===== src/rtl/assert_macros.svh =====
// Assertion helpers shared by the RTL.
`ifndef ASSERT_MACROS_SVH
`define ASSERT_MACROS_SVH

// Check sampled on the rising clock edge, masked while reset is high.
`define SDF_ASSERT(lbl, clk, rst, prop, msg) \
   lbl: assert property (@(posedge clk) disable iff (rst) (prop)) else $error(msg);

// Check sampled on every rising clock edge, reset cycles included.
`define SDF_ASSERT_ALWAYS(lbl, clk, prop, msg) \
   lbl: assert property (@(posedge clk) (prop)) else $error(msg);

`endif


===== src/rtl/sdf_pkg.sv =====
`default_nettype none

package sdf_pkg;

   localparam int VALUE_W       = 32;
   localparam int NUM_DIGITS    = 10;
   localparam int DIGIT_W       = 4;
   localparam int BCD_W         = NUM_DIGITS * DIGIT_W;
   localparam int NDIG_W        = 4;
   localparam int CHAR_W        = 8;
   localparam int PREC_W        = 6;
   localparam int WIDTH_W       = 7;
   localparam int MAX_OUT_CHARS = 64;

   localparam logic [CHAR_W-1:0] CHAR_ZERO  = 8'h30;
   localparam logic [CHAR_W-1:0] CHAR_MINUS = 8'h2D;
   localparam logic [CHAR_W-1:0] CHAR_PLUS  = 8'h2B;
   localparam logic [CHAR_W-1:0] CHAR_SPACE = 8'h20;

   // top -> converter
   typedef struct packed {
      logic start;   // load a new magnitude
      logic shift;   // drop the leading digit
   } conv_ctrl_type;

   // converter -> top
   typedef struct packed {
      logic              done;  // digits ready, ndig valid
      logic [NDIG_W-1:0] ndig;  // significant digit count, 1..10
   } conv_stat_type;

endpackage

`default_nettype wire


===== src/rtl/sdf_bin2bcd.sv =====
`default_nettype none
`include "assert_macros.svh"

module sdf_bin2bcd (
   input  wire logic                           clock,
   input  wire logic                           reset,
   input  wire sdf_pkg::conv_ctrl_type         ctrl,
   input  wire logic [sdf_pkg::VALUE_W-1:0]    mag,
   output sdf_pkg::conv_stat_type              stat,
   output logic [sdf_pkg::DIGIT_W-1:0]         top_digit
);

   localparam logic [1:0] ST_IDLE   = 2'd0;
   localparam logic [1:0] ST_DABBLE = 2'd1;
   localparam logic [1:0] ST_NORM   = 2'd2;
   localparam logic [1:0] ST_READY  = 2'd3;

   localparam int CNT_W = $clog2(sdf_pkg::VALUE_W);
   localparam logic [CNT_W-1:0] CNT_LAST = CNT_W'(sdf_pkg::VALUE_W - 1);

   logic [1:0]                   state_ff, state_in;
   logic [CNT_W-1:0]             cnt_ff, cnt_in;
   logic [sdf_pkg::VALUE_W-1:0]  bin_ff, bin_in;
   logic [sdf_pkg::BCD_W-1:0]    bcd_ff, bcd_in;
   logic [sdf_pkg::NDIG_W-1:0]   ndig_ff, ndig_in;
   logic [sdf_pkg::BCD_W-1:0]    bcd_adj;

   // add 3 to every digit of 5 or more before the shift
   function automatic logic [sdf_pkg::BCD_W-1:0] dabble_adj(
      input logic [sdf_pkg::BCD_W-1:0] b);
      logic [sdf_pkg::BCD_W-1:0] r;
      logic [sdf_pkg::DIGIT_W-1:0] d;
      r = b;
      for (int i = 0; i < sdf_pkg::NUM_DIGITS; i++) begin
         d = b[i*sdf_pkg::DIGIT_W +: sdf_pkg::DIGIT_W];
         if (d >= 4'd5) begin
            r[i*sdf_pkg::DIGIT_W +: sdf_pkg::DIGIT_W] = d + 4'd3;
         end
      end
      return r;
   endfunction

   assign bcd_adj   = dabble_adj(bcd_ff);
   assign top_digit = bcd_ff[sdf_pkg::BCD_W-1 -: sdf_pkg::DIGIT_W];
   assign stat.done = (state_ff == ST_READY);
   assign stat.ndig = ndig_ff;

   always_comb begin
      state_in = state_ff;
      cnt_in   = cnt_ff;
      bin_in   = bin_ff;
      bcd_in   = bcd_ff;
      ndig_in  = ndig_ff;
      if (ctrl.start) begin
         state_in = ST_DABBLE;
         cnt_in   = '0;
         bin_in   = mag;
         bcd_in   = '0;
      end else begin
         case (state_ff)
            ST_DABBLE: begin
               bcd_in = {bcd_adj[sdf_pkg::BCD_W-2:0], bin_ff[sdf_pkg::VALUE_W-1]};
               bin_in = {bin_ff[sdf_pkg::VALUE_W-2:0], 1'b0};
               cnt_in = cnt_ff + 1'b1;
               if (cnt_ff == CNT_LAST) begin
                  state_in = ST_NORM;
                  ndig_in  = sdf_pkg::NDIG_W'(sdf_pkg::NUM_DIGITS);
               end
            end
            ST_NORM: begin
               // strip leading zero digits, keep at least one
               if (ndig_ff > 4'd1 && top_digit == '0) begin
                  bcd_in  = {bcd_ff[sdf_pkg::BCD_W-sdf_pkg::DIGIT_W-1:0],
                             {sdf_pkg::DIGIT_W{1'b0}}};
                  ndig_in = ndig_ff - 1'b1;
               end else begin
                  state_in = ST_READY;
               end
            end
            ST_READY: begin
               if (ctrl.shift) begin
                  bcd_in = {bcd_ff[sdf_pkg::BCD_W-sdf_pkg::DIGIT_W-1:0],
                            {sdf_pkg::DIGIT_W{1'b0}}};
               end
            end
            default: begin
               state_in = ST_IDLE;
            end
         endcase
      end
   end

   always_ff @(posedge clock) begin
      if (reset) begin
         state_ff <= ST_IDLE;
         cnt_ff   <= '0;
         ndig_ff  <= '0;
      end else begin
         state_ff <= state_in;
         cnt_ff   <= cnt_in;
         ndig_ff  <= ndig_in;
      end
      bin_ff <= bin_in;
      bcd_ff <= bcd_in;
   end

   `SDF_ASSERT(a_shift_ready, clock, reset, ctrl.shift |-> state_ff == ST_READY, "digit shift while converting")
   `SDF_ASSERT(a_norm_ndig, clock, reset, state_ff == ST_NORM |-> ndig_ff >= 4'd1 && ndig_ff <= 4'd10, "digit count out of range")
   `SDF_ASSERT(a_dabble_end, clock, reset, state_ff == ST_DABBLE && cnt_ff == CNT_LAST && !ctrl.start |=> state_ff == ST_NORM, "conversion did not finish after 32 bits")

endmodule

`default_nettype wire


===== src/rtl/signed_decimal_formatter.sv =====
// Signed decimal formatter: sign, zero padding and decimal digits of a
// printf style %d conversion, one ASCII character per output beat.
//
// Request channel (req_*): one beat carries a 32-bit signed value with the
// plus, space, zero and dot flags, a precision and a field width. req_stall
// is high while a value is being worked on; the next value is taken as soon
// as the last character sits in the output register, stalled or not.
//
// Response channel (rsp_*): one beat per character, sign first, then '0'
// padding, then digits MSB first. rsp_last marks the final character. A value
// that formats to nothing gives a single beat with rsp_empty_res set.
//
// Steps: serial shift-and-add-3 over all 32 bits of the magnitude, then
// stripping of leading zero digits down to the digit count of the magnitude
// (1..10), then a handoff that puts the first character in the output
// register. A value gives at most 64 characters; a new value is not taken
// until the last character of the previous one is loaded.
// Reset (synchronous, active high) drops rsp_valid and returns to idle.
// When the receiver stalls, the current character holds and the sequencer
// waits; nothing is dropped.
`default_nettype none
`include "assert_macros.svh"

module signed_decimal_formatter (
   input  wire logic                              clock,
   input  wire logic                              reset,
   input  wire logic                              req_valid,
   output logic                                   req_stall,
   input  wire logic signed [sdf_pkg::VALUE_W-1:0] req_value,
   input  wire logic                              req_plus_flag,
   input  wire logic                              req_space_flag,
   input  wire logic                              req_zero_flag,
   input  wire logic                              req_dot_flag,
   input  wire logic [sdf_pkg::PREC_W-1:0]        req_precision,
   input  wire logic [sdf_pkg::WIDTH_W-1:0]       req_field_width,
   output logic                                   rsp_valid,
   input  wire logic                              rsp_stall,
   output logic [sdf_pkg::CHAR_W-1:0]             rsp_char_code,
   output logic                                   rsp_last,
   output logic                                   rsp_empty_res,
   output logic                                   rsp_sign_used
);

   localparam logic [1:0] ST_IDLE = 2'd0;
   localparam logic [1:0] ST_CONV = 2'd1;
   localparam logic [1:0] ST_EMIT = 2'd2;

   localparam logic [sdf_pkg::WIDTH_W-1:0] WID_MAX =
      sdf_pkg::WIDTH_W'(sdf_pkg::MAX_OUT_CHARS);

   logic [1:0]                        state_ff, state_in;
   // per-value settings captured at accept
   logic [sdf_pkg::CHAR_W-1:0]        sign_char_ff, sign_char_in;
   logic                              sign_ff, sign_in;
   logic                              zero_flag_ff, zero_flag_in;
   logic                              dot_ff, dot_in;
   logic                              vzero_ff, vzero_in;
   logic [sdf_pkg::PREC_W-1:0]        prec_ff, prec_in;
   logic [sdf_pkg::WIDTH_W-1:0]       wid_ff, wid_in;
   // emission counters
   logic                              sign_pend_ff, sign_pend_in;
   logic                              empty_pend_ff, empty_pend_in;
   logic [sdf_pkg::WIDTH_W-1:0]       zeros_ff, zeros_in;
   logic [sdf_pkg::NDIG_W-1:0]        digits_ff, digits_in;
   // output register
   logic                              rsp_valid_ff, rsp_valid_in;
   logic [sdf_pkg::CHAR_W-1:0]        char_ff, char_in;
   logic                              last_ff, last_in;
   logic                              empty_ff, empty_in;
   logic                              used_ff, used_in;

   sdf_pkg::conv_ctrl_type            conv_ctrl;
   sdf_pkg::conv_stat_type            conv_stat;
   logic [sdf_pkg::DIGIT_W-1:0]       top_digit;
   logic [sdf_pkg::VALUE_W-1:0]       req_mag;
   logic                              accept;
   logic                              load_ok;
   logic [sdf_pkg::WIDTH_W-1:0]       nd_w;
   logic [sdf_pkg::WIDTH_W-1:0]       nd_sign;
   logic [sdf_pkg::WIDTH_W-1:0]       zeros_calc;
   logic [sdf_pkg::NDIG_W-1:0]        digits_calc;

   assign req_stall = (state_ff != ST_IDLE);
   assign accept    = req_valid && !req_stall;
   // two's complement magnitude; the most negative value maps to 2^31
   assign req_mag   = req_value[sdf_pkg::VALUE_W-1] ? (~req_value + 1'b1) : req_value;
   assign load_ok   = !rsp_valid_ff || !rsp_stall;

   assign nd_w    = sdf_pkg::WIDTH_W'(conv_stat.ndig);
   assign nd_sign = nd_w + sdf_pkg::WIDTH_W'(sign_ff);

   always_comb begin
      zeros_calc = '0;
      if (dot_ff) begin
         if (sdf_pkg::WIDTH_W'(prec_ff) > nd_w) begin
            zeros_calc = sdf_pkg::WIDTH_W'(prec_ff) - nd_w;
         end
      end else if (zero_flag_ff && wid_ff > nd_sign) begin
         zeros_calc = wid_ff - nd_sign;
      end
      // "%.0d" of zero prints no digits
      digits_calc = (vzero_ff && dot_ff && prec_ff == '0) ? '0 : conv_stat.ndig;
   end

   sdf_bin2bcd u_bin2bcd (
      .clock     (clock),
      .reset     (reset),
      .ctrl      (conv_ctrl),
      .mag       (req_mag),
      .stat      (conv_stat),
      .top_digit (top_digit)
   );

   always_comb begin
      state_in      = state_ff;
      sign_char_in  = sign_char_ff;
      sign_in       = sign_ff;
      zero_flag_in  = zero_flag_ff;
      dot_in        = dot_ff;
      vzero_in      = vzero_ff;
      prec_in       = prec_ff;
      wid_in        = wid_ff;
      sign_pend_in  = sign_pend_ff;
      empty_pend_in = empty_pend_ff;
      zeros_in      = zeros_ff;
      digits_in     = digits_ff;
      rsp_valid_in  = rsp_valid_ff;
      char_in       = char_ff;
      last_in       = last_ff;
      empty_in      = empty_ff;
      used_in       = used_ff;
      conv_ctrl.start = accept;
      conv_ctrl.shift = 1'b0;

      // output beat taken and nothing new loaded below
      if (rsp_valid_ff && !rsp_stall) begin
         rsp_valid_in = 1'b0;
      end

      case (state_ff)
         ST_IDLE: begin
            if (accept) begin
               state_in     = ST_CONV;
               sign_in      = req_plus_flag || req_space_flag ||
                              req_value[sdf_pkg::VALUE_W-1];
               sign_char_in = req_value[sdf_pkg::VALUE_W-1] ? sdf_pkg::CHAR_MINUS :
                              req_plus_flag                 ? sdf_pkg::CHAR_PLUS  :
                                                              sdf_pkg::CHAR_SPACE;
               zero_flag_in = req_zero_flag;
               dot_in       = req_dot_flag;
               vzero_in     = (req_value == '0);
               prec_in      = req_precision;
               wid_in       = (req_field_width > WID_MAX) ? WID_MAX : req_field_width;
            end
         end
         ST_CONV: begin
            if (conv_stat.done) begin
               state_in      = ST_EMIT;
               zeros_in      = zeros_calc;
               digits_in     = digits_calc;
               sign_pend_in  = sign_ff;
               empty_pend_in = !sign_ff && zeros_calc == '0 && digits_calc == '0;
            end
         end
         ST_EMIT: begin
            if (load_ok) begin
               rsp_valid_in = 1'b1;
               empty_in     = 1'b0;
               used_in      = sign_ff;
               if (empty_pend_ff) begin
                  char_in       = '0;
                  last_in       = 1'b1;
                  empty_in      = 1'b1;
                  empty_pend_in = 1'b0;
                  state_in      = ST_IDLE;
               end else if (sign_pend_ff) begin
                  char_in      = sign_char_ff;
                  last_in      = (zeros_ff == '0) && (digits_ff == '0);
                  sign_pend_in = 1'b0;
                  if (last_in) begin
                     state_in = ST_IDLE;
                  end
               end else if (zeros_ff != '0) begin
                  char_in  = sdf_pkg::CHAR_ZERO;
                  last_in  = (zeros_ff == 7'd1) && (digits_ff == '0);
                  zeros_in = zeros_ff - 1'b1;
                  if (last_in) begin
                     state_in = ST_IDLE;
                  end
               end else begin
                  char_in         = sdf_pkg::CHAR_ZERO + sdf_pkg::CHAR_W'(top_digit);
                  last_in         = (digits_ff == 4'd1);
                  digits_in       = digits_ff - 1'b1;
                  conv_ctrl.shift = 1'b1;
                  if (last_in) begin
                     state_in = ST_IDLE;
                  end
               end
            end
         end
         default: begin
            state_in = ST_IDLE;
         end
      endcase
   end

   always_ff @(posedge clock) begin
      if (reset) begin
         state_ff      <= ST_IDLE;
         rsp_valid_ff  <= 1'b0;
         sign_pend_ff  <= 1'b0;
         empty_pend_ff <= 1'b0;
         zeros_ff      <= '0;
         digits_ff     <= '0;
      end else begin
         state_ff      <= state_in;
         rsp_valid_ff  <= rsp_valid_in;
         sign_pend_ff  <= sign_pend_in;
         empty_pend_ff <= empty_pend_in;
         zeros_ff      <= zeros_in;
         digits_ff     <= digits_in;
      end
      sign_char_ff <= sign_char_in;
      sign_ff      <= sign_in;
      zero_flag_ff <= zero_flag_in;
      dot_ff       <= dot_in;
      vzero_ff     <= vzero_in;
      prec_ff      <= prec_in;
      wid_ff       <= wid_in;
      char_ff      <= char_in;
      last_ff      <= last_in;
      empty_ff     <= empty_in;
      used_ff      <= used_in;
   end

   assign rsp_valid     = rsp_valid_ff;
   assign rsp_char_code = char_ff;
   assign rsp_last      = last_ff;
   assign rsp_empty_res = empty_ff;
   assign rsp_sign_used = used_ff;

   `SDF_ASSERT_ALWAYS(a_reset_quiet, clock, reset |=> !rsp_valid_ff && state_ff == ST_IDLE, "output not idle after reset")
   `SDF_ASSERT(a_empty_last, clock, reset, rsp_valid_ff && empty_ff |-> last_ff && !used_ff, "empty beat must be last with no sign")
   `SDF_ASSERT(a_shift_digits, clock, reset, conv_ctrl.shift |-> digits_ff != '0 && !sign_pend_ff && zeros_ff == '0, "digit emitted out of order")
   `SDF_ASSERT(a_emit_done, clock, reset, state_ff == ST_EMIT && !empty_pend_ff && !sign_pend_ff && zeros_ff == '0 && digits_ff == '0 |-> 1'b0, "emit phase with nothing left")

endmodule

`default_nettype wire

===== config.mk =====
export PLATFORM = sky130hd
export DESIGN_NAME = signed_decimal_formatter
export DESIGN_NICKNAME = d
export VERILOG_FILES = /design/src/rtl/sdf_pkg.sv /design/src/rtl/sdf_bin2bcd.sv /design/src/rtl/signed_decimal_formatter.sv
export VERILOG_INCLUDE_DIRS = /design/src /design/src/rtl
export SDC_FILE = /design/constraint.sdc
export NUM_CORES = 1
export LEC_CHECK = 0
export BUFFER_PORTS_ARGS = -buffer_cell sky130_fd_sc_hd__buf_4
export CORE_ASPECT_RATIO = 1.75
export CORE_UTILIZATION = 45
export DETAILED_ROUTE_END_ITERATION = 10
export PLACE_DENSITY = 0.73
export SYNTH_ARGS = -nofsm -noshare
export SYNTH_HDL_FRONTEND = slang
export SYNTH_HIERARCHICAL = 1
export SYNTH_SLANG_ARGS = --single-unit
export TNS_END_PERCENT = 30

===== constraint.sdc =====
create_clock -name clock -period 5.2 [get_ports clock]
set_clock_uncertainty 0.05 [all_clocks]
set_input_delay 1.04 -clock clock [delete_from_list [all_inputs] [get_ports clock]]
set_output_delay 1.04 -clock clock [all_outputs]
set_load 0.01 [all_outputs]

== Word-level counts from Yosys, hierarchy flattened ==
Cells that the tools add are included.
Widths: inputs -> output; s select.
Word-level totals
  input bits: 53
  word-level logic and storage cells: 197
  register bits: 135
  output and inout port bits: 13
Operators by class
  muxes and demuxes: 70
  bitwise logic cells: 3
  add/subtract/negate cells: 19
  reductions and logical operators: 43
  eq/ne operators: 25
  order comparisons: 14
Operators with widths (number)
  $pmux 40 s3: 1
  $mux 32: 3
  $mux 40: 2
  $mux 4: 18
  $mux 7: 9
  $ge 4x3->1 const B: 10
  $add 4x2->4 const B: 9
  $add 32x1->32 const B: 1
  $logic_not 32->1: 1
  $not 32->32: 1
  $mux 2: 11
  $ne 2x2->1 const B: 9
  $reduce_and 6->1: 3
  $mux 1: 17
  $pmux 4 s2: 2
  $logic_not 7->1: 2
  $pmux 7 s2: 1
  $logic_not 4->1: 3
  $pmux 2 s3: 2
  $reduce_and 3->1: 4
  $logic_and 1x1->1: 10
  $ne 5x5->1 const B: 2
  $mux 8: 1
  $reduce_and 4->1: 2
  33 further kinds: 50

== Longest topological paths before layout ==
Gate-level depths: netlist (run 1).
  word-level depth: 10
  gate-level depth with buffers: 11
  mapped depth without buffers: 10

== Cells and area by module ==
The synthesis (run 1) kept the hierarchy.
Modules (own cells, without submodules)
  sdf_bin2bcd: cells an instance 530, area an instance 5146.2 um^2, instances 1
  signed_decimal_formatter: cells an instance 390, area an instance 3504.6 um^2, instances 1

== Worst setup path before layout (run 1) ==
No wires, ideal clock.
  path type: input to register
  start point: in req_valid
  end point: reg u_bin2bcd/bin_ff[0] in the netlist's numbering, enable pin
  library setup time: 375 ps
  cell stages on the path: 5
  setup slack: 1598 ps
  required time: 4775 ps
  path buffers: 2
  data arrival time: 3177 ps
  cells stage by stage: inv_1 nor2_1 buf_2 buf_1 or2_2
Between the ends
  word-level cells in the longest chain between the ends: 2
RTL lines
  start: declaration: RTL line signed_decimal_formatter.sv:27  | input wire logic req_valid,
  $logic_and 1x1->1: RTL line signed_decimal_formatter.sv:84  | assign accept = req_valid && !req_stall;
  via accept: RTL line signed_decimal_formatter.sv:76  | logic accept;
  $reduce_bool 2->1 (no source line)
  end signal: assignment: RTL line sdf_bin2bcd.sv:103  | bin_ff <= bin_in;
  end: declaration: RTL line sdf_bin2bcd.sv:23  | logic [sdf_pkg::VALUE_W-1:0] bin_ff, bin_in;
The timed path passes the listed nets, and every way through them passes these cells.
A chain may end at the register's enable or synchronous reset.

== Worst setup path in the final report (run 1) ==
  start point: reg u_bin2bcd/ndig_ff[0] in the netlist's numbering
  end point: reg empty_pend_ff
Between the ends
  word-level cells in the longest chain between the ends: 10
  elaborated cells on any way between the ends: 16
  classes of those cells: 3 x add/sub; 2 x order compare; 6 x mux; 5 x reduce/logical
RTL lines
  start: declaration: RTL line sdf_bin2bcd.sv:25  | logic [sdf_pkg::NDIG_W-1:0] ndig_ff, ndig_in;
  start signal: assignment: RTL line sdf_bin2bcd.sv:101  | ndig_ff <= ndig_in;
  $add 4x1->5: RTL line signed_decimal_formatter.sv:90  | assign nd_sign = nd_w + sdf_pkg::WIDTH_W'(sign_ff);
  $gt 7x5->1: RTL line signed_decimal_formatter.sv:98  | end else if (zero_flag_ff && wid_ff > nd_sign) begin
  $logic_and 1x1->1: RTL line signed_decimal_formatter.sv:98
  $mux 7: RTL line signed_decimal_formatter.sv:98
  $mux 7: RTL line signed_decimal_formatter.sv:94  | if (dot_ff) begin
  $logic_not 7->1: RTL line signed_decimal_formatter.sv:162  | empty_pend_in = !sign_ff && zeros_calc == '0 && digits_calc == '0;
  $logic_and 1x1->1: RTL line signed_decimal_formatter.sv:162
  $logic_and 1x1->1 *: RTL line signed_decimal_formatter.sv:162
  $mux 1 *: RTL line signed_decimal_formatter.sv:157  | if (conv_stat.done) begin
  $pmux 1 s2 *: RTL line signed_decimal_formatter.sv:140  | case (state_ff)
  end signal: assignment: RTL line signed_decimal_formatter.sv:219  | empty_pend_ff <= empty_pend_in;
  end: declaration: RTL line signed_decimal_formatter.sv:62  | logic empty_pend_ff, empty_pend_in;
Every way passes the cells marked *; elsewhere a longest branch is shown, timed or not. The select of a mux whose other input is x is not followed.

==> results of run 1 <==
[sequential cells by signal, indices dropped and copies added (netlist names), 2 cells and up]
| signal | flops |
|---|---|
| u_bin2bcd/bin_ff | 32 |
| state_ff | 2 |
| zeros_ff | 7 |
| rsp_char_code | 6 |
| u_bin2bcd/cnt_ff | 5 |
| prec_ff | 6 |
| digits_ff | 4 |
| sign_char_ff | 3 |
| u_bin2bcd/ndig_ff | 4 |
| wid_ff | 7 |
| u_bin2bcd/bcd_ff | 40 |
| u_bin2bcd/state_ff | 2 |
[kinds of logic (layout without fill, tap and decap cells)]
group	after synthesis	in the layout
multiplexers	47	47
buffers and inverters	112	150
adder cells (fa/ha/maj)	47	47
flip-flops	128	128
AND/OR/NAND/NOR	270	270
AO/OA/AOI/OAI	276	276
other	1	2
XOR/XNOR	39	39
[metrics by stage]
stage	setup WS, ps	hold slack (ps)
after floorplan	1598	356.4
after global placement	1910	429.3
after detailed placement	1879	436.7
after CTS	1941	449.2
after global routing	1678	483.9
final	1911	455.2
[layout by cell type, fill, tap and decap left out, drive strengths merged, types with 18 or more instances in the layout]
| cell type | Yosys | routed |
|---|---|---|
| edfxtp | 61 | 61 |
| a31oi | 18 | 18 |
| nand2b | 18 | 18 |
| o31ai | 21 | 21 |
| buf | 29 | 65 |
| nor3 | 18 | 18 |
| mux2 | 33 | 33 |
| o221ai | 18 | 18 |
| o21ai | 41 | 41 |
| dfxtp | 67 | 67 |
| ha | 45 | 45 |
| nor2b | 21 | 21 |
| inv | 52 | 60 |
| clkbuf | 30 | 19 |
| xnor2 | 34 | 34 |
| a221oi | 22 | 22 |
| a21oi | 46 | 46 |
| nand2 | 79 | 79 |
| nor2 | 52 | 52 |
[final timing paths]
path              cells after the start             to  slack (ps)                  from
setup / recovery                     10  empty_pend_ff        1910  u_bin2bcd/ndig_ff[0]
hold / removal                        2    zeros_ff[3]         460           zeros_ff[3]
setup reg to reg                     10  empty_pend_ff        1910  u_bin2bcd/ndig_ff[0]
hold reg to reg                       2    zeros_ff[3]         460           zeros_ff[3]
[layer usage]
| metal | share of wire, % | vias up | routed length [µm] | global-route usage, % |
|---|---|---|---|---|
| met5 | 0 | - | 0 | 0 |
| met3 | 3.3 | 51 | 667 | 3.308 |
| li1 | - | 3497 | - | - |
| met4 | 3.3 | 0 | 676 | 10.79 |
| met1 | 39 | 3480 | 8008 | 21.68 |
| met2 | 54 | 184 | 11140 | 41.03 |
[synth_stat cells, drive strengths merged, types with 4 or more instances]
| cell type | count | area share (%) |
|---|---|---|
| a2111oi | 12 | 1.2 |
| a211o | 6 | 0.61 |
| a211oi | 14 | 1.2 |
| a21o | 13 | 1.1 |
| a21oi | 46 | 2.7 |
| a221oi | 22 | 2.4 |
| a31oi | 18 | 1.3 |
| a32oi | 9 | 0.91 |
| and2 | 6 | 0.43 |
| buf | 29 | 2.2 |
| clkbuf | 30 | 1.3 |
| dfxtp | 67 | 16 |
| edfxtp | 61 | 21 |
| ha | 45 | 6.5 |
| inv | 52 | 2.3 |
| mux2 | 33 | 4.3 |
| mux2i | 14 | 1.6 |
| nand2 | 79 | 3.5 |
| nand2b | 18 | 1.4 |
| nand3 | 11 | 0.64 |
| nand3b | 6 | 0.52 |
| nand4 | 6 | 0.43 |
| nor2 | 52 | 2.3 |
| nor2b | 21 | 1.5 |
| nor3 | 18 | 1.2 |
| nor3b | 13 | 1.3 |
| nor4 | 7 | 0.68 |
| o21a | 4 | 0.35 |
| o21ai | 41 | 2.6 |
| o21ba | 10 | 1.2 |
| o221ai | 18 | 1.8 |
| o22ai | 10 | 0.72 |
| o31ai | 21 | 2.0 |
| or2 | 7 | 0.54 |
| or3 | 5 | 0.36 |
| or4 | 6 | 0.56 |
| xnor2 | 34 | 3.4 |
| xor2 | 5 | 0.51 |
[worst max-delay path: stages, from the launching register on]
cell     delay (ps)
dfxtp_1         550
ha_1            250
nand3_1         100
xnor2_1         170
ha_1            390
a21o_1          210
a211o_1         340
o31ai_1         380
a21o_1          180
nand4_1          90
o21ai_0         420
[area by class of cell]
cell class	count	area (µm²)	area share, %
clock inverters	13	142.6	1.462
well taps	238	297.8	3.052
clock buffers	19	464.2	4.758
repair buffers	65	488.0	5.001
multi-input cells	681	4992	51.17
flip-flops and latches	128	3173	32.52
inverters	53	198.9	2.039
[power groups by stage]
| stage | Combinational, W | Clock [W] | Sequential (W) |
|---|---|---|---|
| after floorplan | 0.00182 | 0 | 0.00153 |
| after global routing | 0.00240 | 0.00129 | 0.00167 |
| after detailed placement | 0.00214 | 0 | 0.00165 |
| after CTS | 0.00216 | 0.00125 | 0.00163 |
| after global placement | 0.00209 | 0 | 0.00164 |
| final | 0.00217 | 0.00123 | 0.00164 |
==> results.py, run 1 <==
metrics = {
    "detailed_routing": {
        "drc": 0,
        "drt_iter0_drc": 533,
        "first_pass_iters": 5,
        "num_vias": 7212,
        "wire_per_inst_um": 17.12,
        "via_per_inst": 6.025,
        "antenna_left": 0,
        "wl_um": 20490,
    },
    "layout": {
        "n_antenna_cell": 0,
        "final_cell_area_um2": 9757,
        "syn_to_final_growth_pct": 12.79,
        "fillers": 1716,
        "drive_gt1_share_pct": 17.62,
        "final_nets": 1046,
        "fin_cells": 1197,
        "final_util_pct": 52.05,
    },
    "synthesis": {
        "yosysWarnings": 6,
        "synth_edf_count": 61,
        "avgSynthCellArea_um2": 9.403,
        "synth_flop_cell": "dfxtp_1",
        "synthSimpleGateAreaFrac_pct": 16.97,
        "async_flop_share_pct": 0,
        "synth_xor_area_share_pct": 3.949,
        "synthMuxAreaShare_pct": 5.916,
        "synth_compound_area_share_pct": 23.71,
        "ys_seq_area_share_pct": 36.68,
        "syn-cell-area_um2": 8651,
        "yosys.area_share.adder_pct": 6.971,
        "synth_seq_cells": 128,
        "ys_types": 90,
        "postSynthCellCount": 920,
        "synth_top_family_by_area": "compound AO/OA/AOI/OAI gates",
    },
    "die": {
        "die_x_um": 106.8,
        "die_area_um2": 19800,
        "coreArea_um2": 18750,
        "ios": 66,
        "initial_core_util_pct": 46.15,
        "die_y_um": 185.4,
        "rows": 66,
    },
    "power": {
        "pwr-share-clk_pct": 24.4,
        "p_int_w": 0.003023,
        "switching_share_pct": 40.00,
        "p_comb_share_pct": 43.1,
        "p_total_w": 0.005039,
        "power_switching_w": 0.002016,
        "p_leak_nw": 3.642,
        "peakVddDrop_mv": 0.2205,
        "seqPwrFrac_pct": 32.5,
        "cellPowerDensity_nw_per_um2": 516.4,
    },
    "critical_path": {
        "worstPathArrival_ps": 3510,
        "worstSetupEndpointType": "flip-flop",
        "start_kind": "flip-flop",
        "critPathKind": "flip-flop to flip-flop",
        "crit_required_ps": 5420,
        "worst-path-max-fanout": 8,
    },
    "timing": {
        "min_period_ps": 3289,
        "setup_tns_ps": 0,
        "rsz0062_at_grt": "no",
        "tightest_slew_ps": 1123,
        "post-route-period-util_pct": 63.26,
        "slew_headroom_pct": 25.16,
        "hold_viol_final": 0,
        "setup_viol": 0,
        "fmax_mhz": 304.0,
        "maxSlewViolCount": 0,
    },
    "global_route": {
        "grt_pass1_vias": 7063,
        "antenna_found_initial": 0,
        "overflow": 0,
        "grt_use_total_pct": 21.29,
        "grt_start_max_net_pins": 76,
        "grt_pass1_wl_um": 33470,
    },
    "place": {
        "dpl_cell_area_um2": 9150,
        "io_buffers": 63,
        "dp.final_hpwl_um": 14360,
        "gp_congestion": 0.8603,
        "dp.cells": 1165,
    },
    "cts": {
        "cts_resized": 0,
        "cts-root-buf": "clkbuf_16",
        "cts_sinks": 128,
        "path_clk_slew_ps": 60,
        "cts_tree": "done",
        "post-cts-setup-buffers": 0,
        "clock_latency_ps": 430,
        "clock_tree.buffer_depth": 2,
        "cts_buffers": 17,
        "htreeDepth": 4,
        "cts_hold_buf": 0,
    },
    "hold_path": {
        "hp-class": "flip-flop to flip-flop",
    },
    "outcome": {
        "run_status": "finished clean",
    },
    "job": {
        "maxCapViolations": 0,
    },
}
(Power assumes the default switching activity.)
==> run 2: changes to the inputs <==
PLACE_DENSITY = 0.75   (was 0.73)
clock period = 2.8 ns   (was 5.2 ns; I/O delays follow)
==> run 2 against run 1 <==
  * Routed wire length decreased by 2.4%
  * Register-to-register slack got worse by 1700 ps
  * Clock power increased by 63%
  * Global-route usage down 0.079 points
  * Fmax grew 25%
  * Count of clock-buffer cells in the layout increased by 4
==> results.py, run 2 (synthesized netlist as in run 1, its figures left out) <==
metrics = {
    "timing": {
        "fmax_mhz": 379.4,
        "maxSlewViolCount": 0,
        "slew_headroom_pct": 36.46,
        "whs_ps": 262.3,
        "post-route-period-util_pct": 94.14,
        "tightest_slew_ps": 949.5,
        "setup_viol": 0,
        "min_period_ps": 2636,
        "hold_viol_final": 0,
        "finalWorstSetupSlack_ps": 164.0,
        "rsz0062_at_grt": "yes",
    },
    "critical_path": {
        "reg2regPathDepth": 10,
        "worstSetupEndpointType": "flip-flop",
        "crit_path_frequent_cell": "ha_1",
        "critPathKind": "flip-flop to flip-flop",
        "start_kind": "flip-flop",
        "worstPathArrival_ps": 2900,
        "cp-startpoint": "sign_ff",
        "r2r_slack_ps": 160,
        "worstReg2RegEnd": "zeros_ff[3]",
        "crit_required_ps": 3060,
        "worstPathCellList": "ha_1 > ha_1 > inv_1 > ha_1 > nor2b_1 > o21a_1 > o31ai_1 > a211oi_1 > o31ai_1 > a21oi_1",
        "worst-path-max-fanout": 5,
        "max_stage_delay_ps": 410,
        "crit_slowest_cell": "o31ai_1",
        "reg2reg_from": "sign_ff",
    },
    "detailed_routing": {
        "antenna_left": 0,
        "num_vias": 7219,
        "first_pass_iters": 5,
        "wl_um": 19990,
        "drc": 0,
        "via_per_inst": 5.874,
        "drt_iter0_drc": 302,
        "wire_per_inst_um": 16.26,
    },
    "global_route": {
        "overflow": 0,
        "grt_start_max_net_pins": 52,
        "antenna_found_initial": 0,
        "grt_pass1_wl_um": 33330,
        "grt_use_total_pct": 21.21,
        "grt_pass1_vias": 7141,
    },
    "layout": {
        "drive_gt1_share_pct": 19.88,
        "final_util_pct": 53.06,
        "final_cell_mix": "buf_4 (95), nand2_1 (78), dfxtp_1 (67)",
        "syn_to_final_growth_pct": 14.98,
        "final_common_cell": "buf_4",
        "largest_registers": "u_bin2bcd/bcd_ff: 40 flops, u_bin2bcd/bin_ff: 32 flops",
        "fillers": 1661,
        "seqCellArea_um2": 3173,
        "largest_reg_flops": 40,
        "final_nets": 1078,
        "multiInputGateArea_um2": 4996,
        "n_antenna_cell": 0,
        "largest-register": "u_bin2bcd/bcd_ff",
    },
    "power": {
        "p_leak_nw": 3.761,
        "p_total_w": 0.009236,
        "peakVddDrop_mv": 0.5446,
        "cellPowerDensity_nw_per_um2": 928.5,
    },
    "die": {
        "die_y_um": 185.4,
        "coreArea_um2": 18750,
        "ios": 66,
        "die_area_um2": 19800,
        "rows": 66,
        "initial_core_util_pct": 46.15,
        "die_x_um": 106.8,
    },
    "cts": {
        "clock_tree.buffer_depth": 2,
        "cts-root-buf": "clkbuf_16",
        "htreeDepth": 4,
        "cts_sinks": 128,
        "clock_latency_ps": 430,
        "cts_buffers": 17,
        "cts_tree": "done",
        "path_clk_slew_ps": 60,
        "post-cts-setup-buffers": 0,
    },
    "place": {
        "place_ws_ps": 174.8,
        "dp.final_hpwl_um": 14360,
        "io_buffers": 63,
        "gp_congestion": 0.8403,
    },
    "hold_path": {
        "holdPathEnd": "prec_ff[0]",
        "hold_depth": 1,
        "worstHoldStart": "req_precision[0]",
        "hp-class": "primary input to flip-flop",
    },
    "job": {
        "maxCapViolations": 0,
    },
    "outcome": {
        "run_status": "finished clean",
    },
}
-- run 2: cell count changes in the layout (fill, tap and decap cells not counted) --
| cell | before | now |
|---|---|---|
| buf_4 | 65 | 95 |
| inv_6 | 7 | 1 |
| clkbuf_1 | 0 | 4 |
| buf_12 | 0 | 2 |
| bufinv_16 | 2 | 0 |
| clkinvlp_4 | 0 | 2 |
| clkbuf_16 | 18 | 17 |
| clkbuf_8 | 1 | 2 |
| clkinv_4 | 0 | 1 |
| inv_4 | 1 | 2 |
| nor2_1 | 50 | 51 |
| nor2_2 | 1 | 0 |
| nor4bb_1 | 1 | 0 |
| nor4bb_2 | 0 | 1 |
-- run 2: how the worst max path moves through the flow --
stage | to | slack [ps] | cells past startpoint
after floorplan | u_bin2bcd/bin_ff[0] | 220 | 5
after global placement | u_bin2bcd/bin_ff[25] | 210 | 8
after detailed placement | zeros_ff[3] | 170 | 10
after CTS | zeros_ff[3] | 160 | 10
after global routing | zeros_ff[3] | -3 | 10
final | zeros_ff[3] | 160 | 10
-- run 2: critical path, delay by kind of cell (launching register included) --
family / cells / cell delay (ps)
buffers and inverters: 1 / 70
adders and majority gates: 3 / 810
AOI/OAI and AO/OA: 5 / 1050
and+or+nand+nor: 1 / 160
DFF: 1 / 380
-- run 2: repair_timing --
item / in CTS / in global routing
setup endpoints to repair: 0 / 2
resized for setup: 0 / 1
hold buffers: 0 / 0
-- run 2: stage by stage --
step                std cells  instance area (µm²)  setup TNS (ps)
global placement         1197                 9413               0
detailed placement       1197                 9413               0
CTS                      1229                 9941               0
global route             1229                 9947          -2.609
finish                   1229                 9947               0
floorplan                 921                 8662               0
-- run 2: layer usage --
metal	global-route usage, %	vias to the layer above	routed length (µm)
li1	-	3563	-
met1	22.47	3474	8008
met2	40.03	138	10860
met3	3.941	44	547
met4	9.425	0	570
met5	0	-	0
-- run 2: area by class of cell --
cell class / count / area share (%)
inverters: 53 / 2.000
clock buffers: 23 / 4.704
flip-flops and latches: 128 / 31.90
well taps: 238 / 2.994
multi-input cells: 681 / 50.23
clock inverters: 9 / 0.6038
repair buffers: 97 / 7.572
-- run 2: report_power, final --
part | switching (W) | internal [W] | total [W] | leakage, nW
combinational | 0.00239 | 0.00186 | 0.00425 | 2.37
clock | 0.000826 | 0.00118 | 0.00200 | 0.258
sequential | 0.000467 | 0.00252 | 0.00299 | 1.13
==> run 3: changes to the inputs <==
CELL_PAD_IN_SITES_DETAIL_PLACEMENT = 0   (was unset)
CELL_PAD_IN_SITES_GLOBAL_PLACEMENT = 1   (was unset)
CORE_UTILIZATION = 43   (was 45)
PLACE_DENSITY = 0.87   (was 0.75)
==> run 3 against run 2 <==
  * Combinational power rose by 1%
  * Cell count is 0.49% higher
  * Global-route usage up 0.18 points
  * Utilization down 2.6 points
  * Count of clock-buffer cells in the layout fell by 2
  * Fmax rose by 0.73%
  * Via count is 2.6% higher
  * Non-clock buffer count shrank 1
  * Total power up 1.2%
  * Sequential cell count did not move
  * Sequential power about the same
==> results.py, run 3 (synthesized netlist as in run 1, its figures left out) <==
metrics = {
    "outcome": {
        "run_status": "finished clean",
    },
    "critical_path": {
        "crit_required_ps": 3110,
        "reg2regPathDepth": 10,
        "start_kind": "flip-flop",
        "worstReg2RegEnd": "zeros_ff[0]",
        "r2r_slack_ps": 180,
        "reg2reg_from": "sign_ff",
        "worst-path-max-fanout": 5,
        "critPathKind": "flip-flop to flip-flop",
        "worstSetupEndpointType": "flip-flop",
        "worstPathArrival_ps": 2930,
    },
    "cts": {
        "clock_tree.buffer_depth": 2,
        "post-cts-setup-buffers": 0,
        "cts_buffers": 17,
        "cts_tree": "done",
        "cts-root-buf": "clkbuf_16",
        "path_clk_slew_ps": 60,
        "cts_sinks": 128,
        "htreeDepth": 4,
        "clock_latency_ps": 420,
    },
    "detailed_routing": {
        "first_pass_iters": 5,
        "drc": 0,
        "wl_um": 21710,
        "via_per_inst": 5.998,
        "num_vias": 7407,
        "drt_iter0_drc": 501,
        "antenna_left": 0,
        "wire_per_inst_um": 17.57,
    },
    "timing": {
        "min_period_ps": 2617,
        "hold_viol_final": 0,
        "setup_viol": 0,
        "finalWorstSetupSlack_ps": 183.1,
        "whs_ps": 258.5,
        "setup_tns_ps": 0,
        "maxSlewViolCount": 0,
        "fmax_mhz": 382.1,
        "rsz0062_at_grt": "no",
        "post-route-period-util_pct": 93.46,
        "tightest_slew_ps": 968.0,
        "slew_headroom_pct": 35.22,
    },
    "hold_path": {
        "hp-class": "primary input to flip-flop",
        "worstHoldStart": "req_precision[2]",
        "holdPathEnd": "prec_ff[2]",
        "hold_depth": 1,
    },
    "power": {
        "p_leak_nw": 3.749,
        "cellPowerDensity_nw_per_um2": 938.5,
        "peakVddDrop_mv": 0.7733,
    },
    "place": {
        "dp.final_hpwl_um": 15640,
        "place_ws_ps": 118.6,
        "io_buffers": 63,
        "gp_congestion": 0.8517,
    },
    "die": {
        "die_y_um": 189.6,
        "die_area_um2": 20710,
        "die_x_um": 109.2,
        "rows": 68,
        "coreArea_um2": 19740,
        "initial_core_util_pct": 43.83,
        "ios": 66,
    },
    "layout": {
        "final_nets": 1077,
        "drive_gt1_share_pct": 19.90,
        "n_antenna_cell": 0,
        "final_common_cell": "buf_4",
        "final_util_pct": 50.46,
        "final_cell_mix": "buf_4 (94), nand2_1 (78), dfxtp_1 (67)",
        "syn_to_final_growth_pct": 15.13,
        "largest_registers": "u_bin2bcd/bcd_ff: 40 flops, u_bin2bcd/bin_ff: 32 flops",
        "fillers": 1921,
        "largest-register": "u_bin2bcd/bcd_ff",
        "largest_reg_flops": 40,
    },
    "global_route": {
        "grt_pass1_vias": 7044,
        "antenna_found_initial": 0,
        "grt_pass1_wl_um": 34330,
        "grt_use_total_pct": 21.39,
        "overflow": 0,
        "grt_start_max_net_pins": 76,
    },
    "job": {
        "maxCapViolations": 0,
    },
}
## run 3: cell count changes in the layout (fill, tap and decap cells not counted), sizes merged
cell and change:
bufinv +1, clkbuf -2, inv -3, clkinvlp +2, buf -1, clkinv +2
## run 3: area by class of cell
class | instances | area [µm²] | share of cell area [%]
clock buffers | 21 | 440.4 | 4.422
multi-input cells | 681 | 5002 | 50.23
well taps | 245 | 306.5 | 3.078
flip-flops and latches | 128 | 3173 | 31.86
inverters | 53 | 198.9 | 1.997
clock inverters | 11 | 92.59 | 0.9296
repair buffers | 96 | 745.7 | 7.487
## run 3: timing repair
item / 4_1_cts / 5_1_grt
gates resized for setup: 0 / 3
endpoints found under the setup margin: 0 / 3
hold buffers: 0 / 0
## run 3: worst max path at each step
stage,from,to,cells after the start
detailed placement,sign_ff,zeros_ff[6],10
floorplan,state_ff[0],u_bin2bcd/bin_ff[0],5
finish,sign_ff,zeros_ff[0],10
global route,zeros_ff[1],u_bin2bcd/bcd_ff[14],9
CTS,sign_ff,zeros_ff[6],10
global placement,sign_ff,zeros_ff[6],10
## run 3: critical path, stage by stage (launching register included)
cell and delay, ps:
edfxtp_1 400, ha_1 240, ha_1 290, inv_1 60, ha_1 300, nor2b_1 220, o21a_2 210, nor3_1 70
o32a_1 370, o221a_2 280, nor2_1 70
## run 3: where the power goes
part / leakage [nW] / switching [W] / internal [W]
sequential: 1.13 / 0.000485 / 0.00252
clock: 0.250 / 0.000822 / 0.00121
combinational: 2.37 / 0.00245 / 0.00186
total: 3.75 / 0.00376 / 0.00559
## run 3: per-stage QoR
step           total power (W)  cells  area (µm²)
6_report              0.009347   1235        9960
5_1_grt               0.009975   1235        9960
4_1_cts               0.009359   1235        9947
3_5_place_dp          0.007289   1203        9414
3_3_place_gp          0.007206   1203        9414
2_1_floorplan         0.006215    921        8662
## run 3: metal layers
metal	track usage [%]	share of wire [%]	vias to the layer above
li1	-	-	3570
met1	21.28	38	3567
met2	40.49	55	205
met3	3.905	3.1	65
met4	11.64	4.0	0
met5	0	0	-
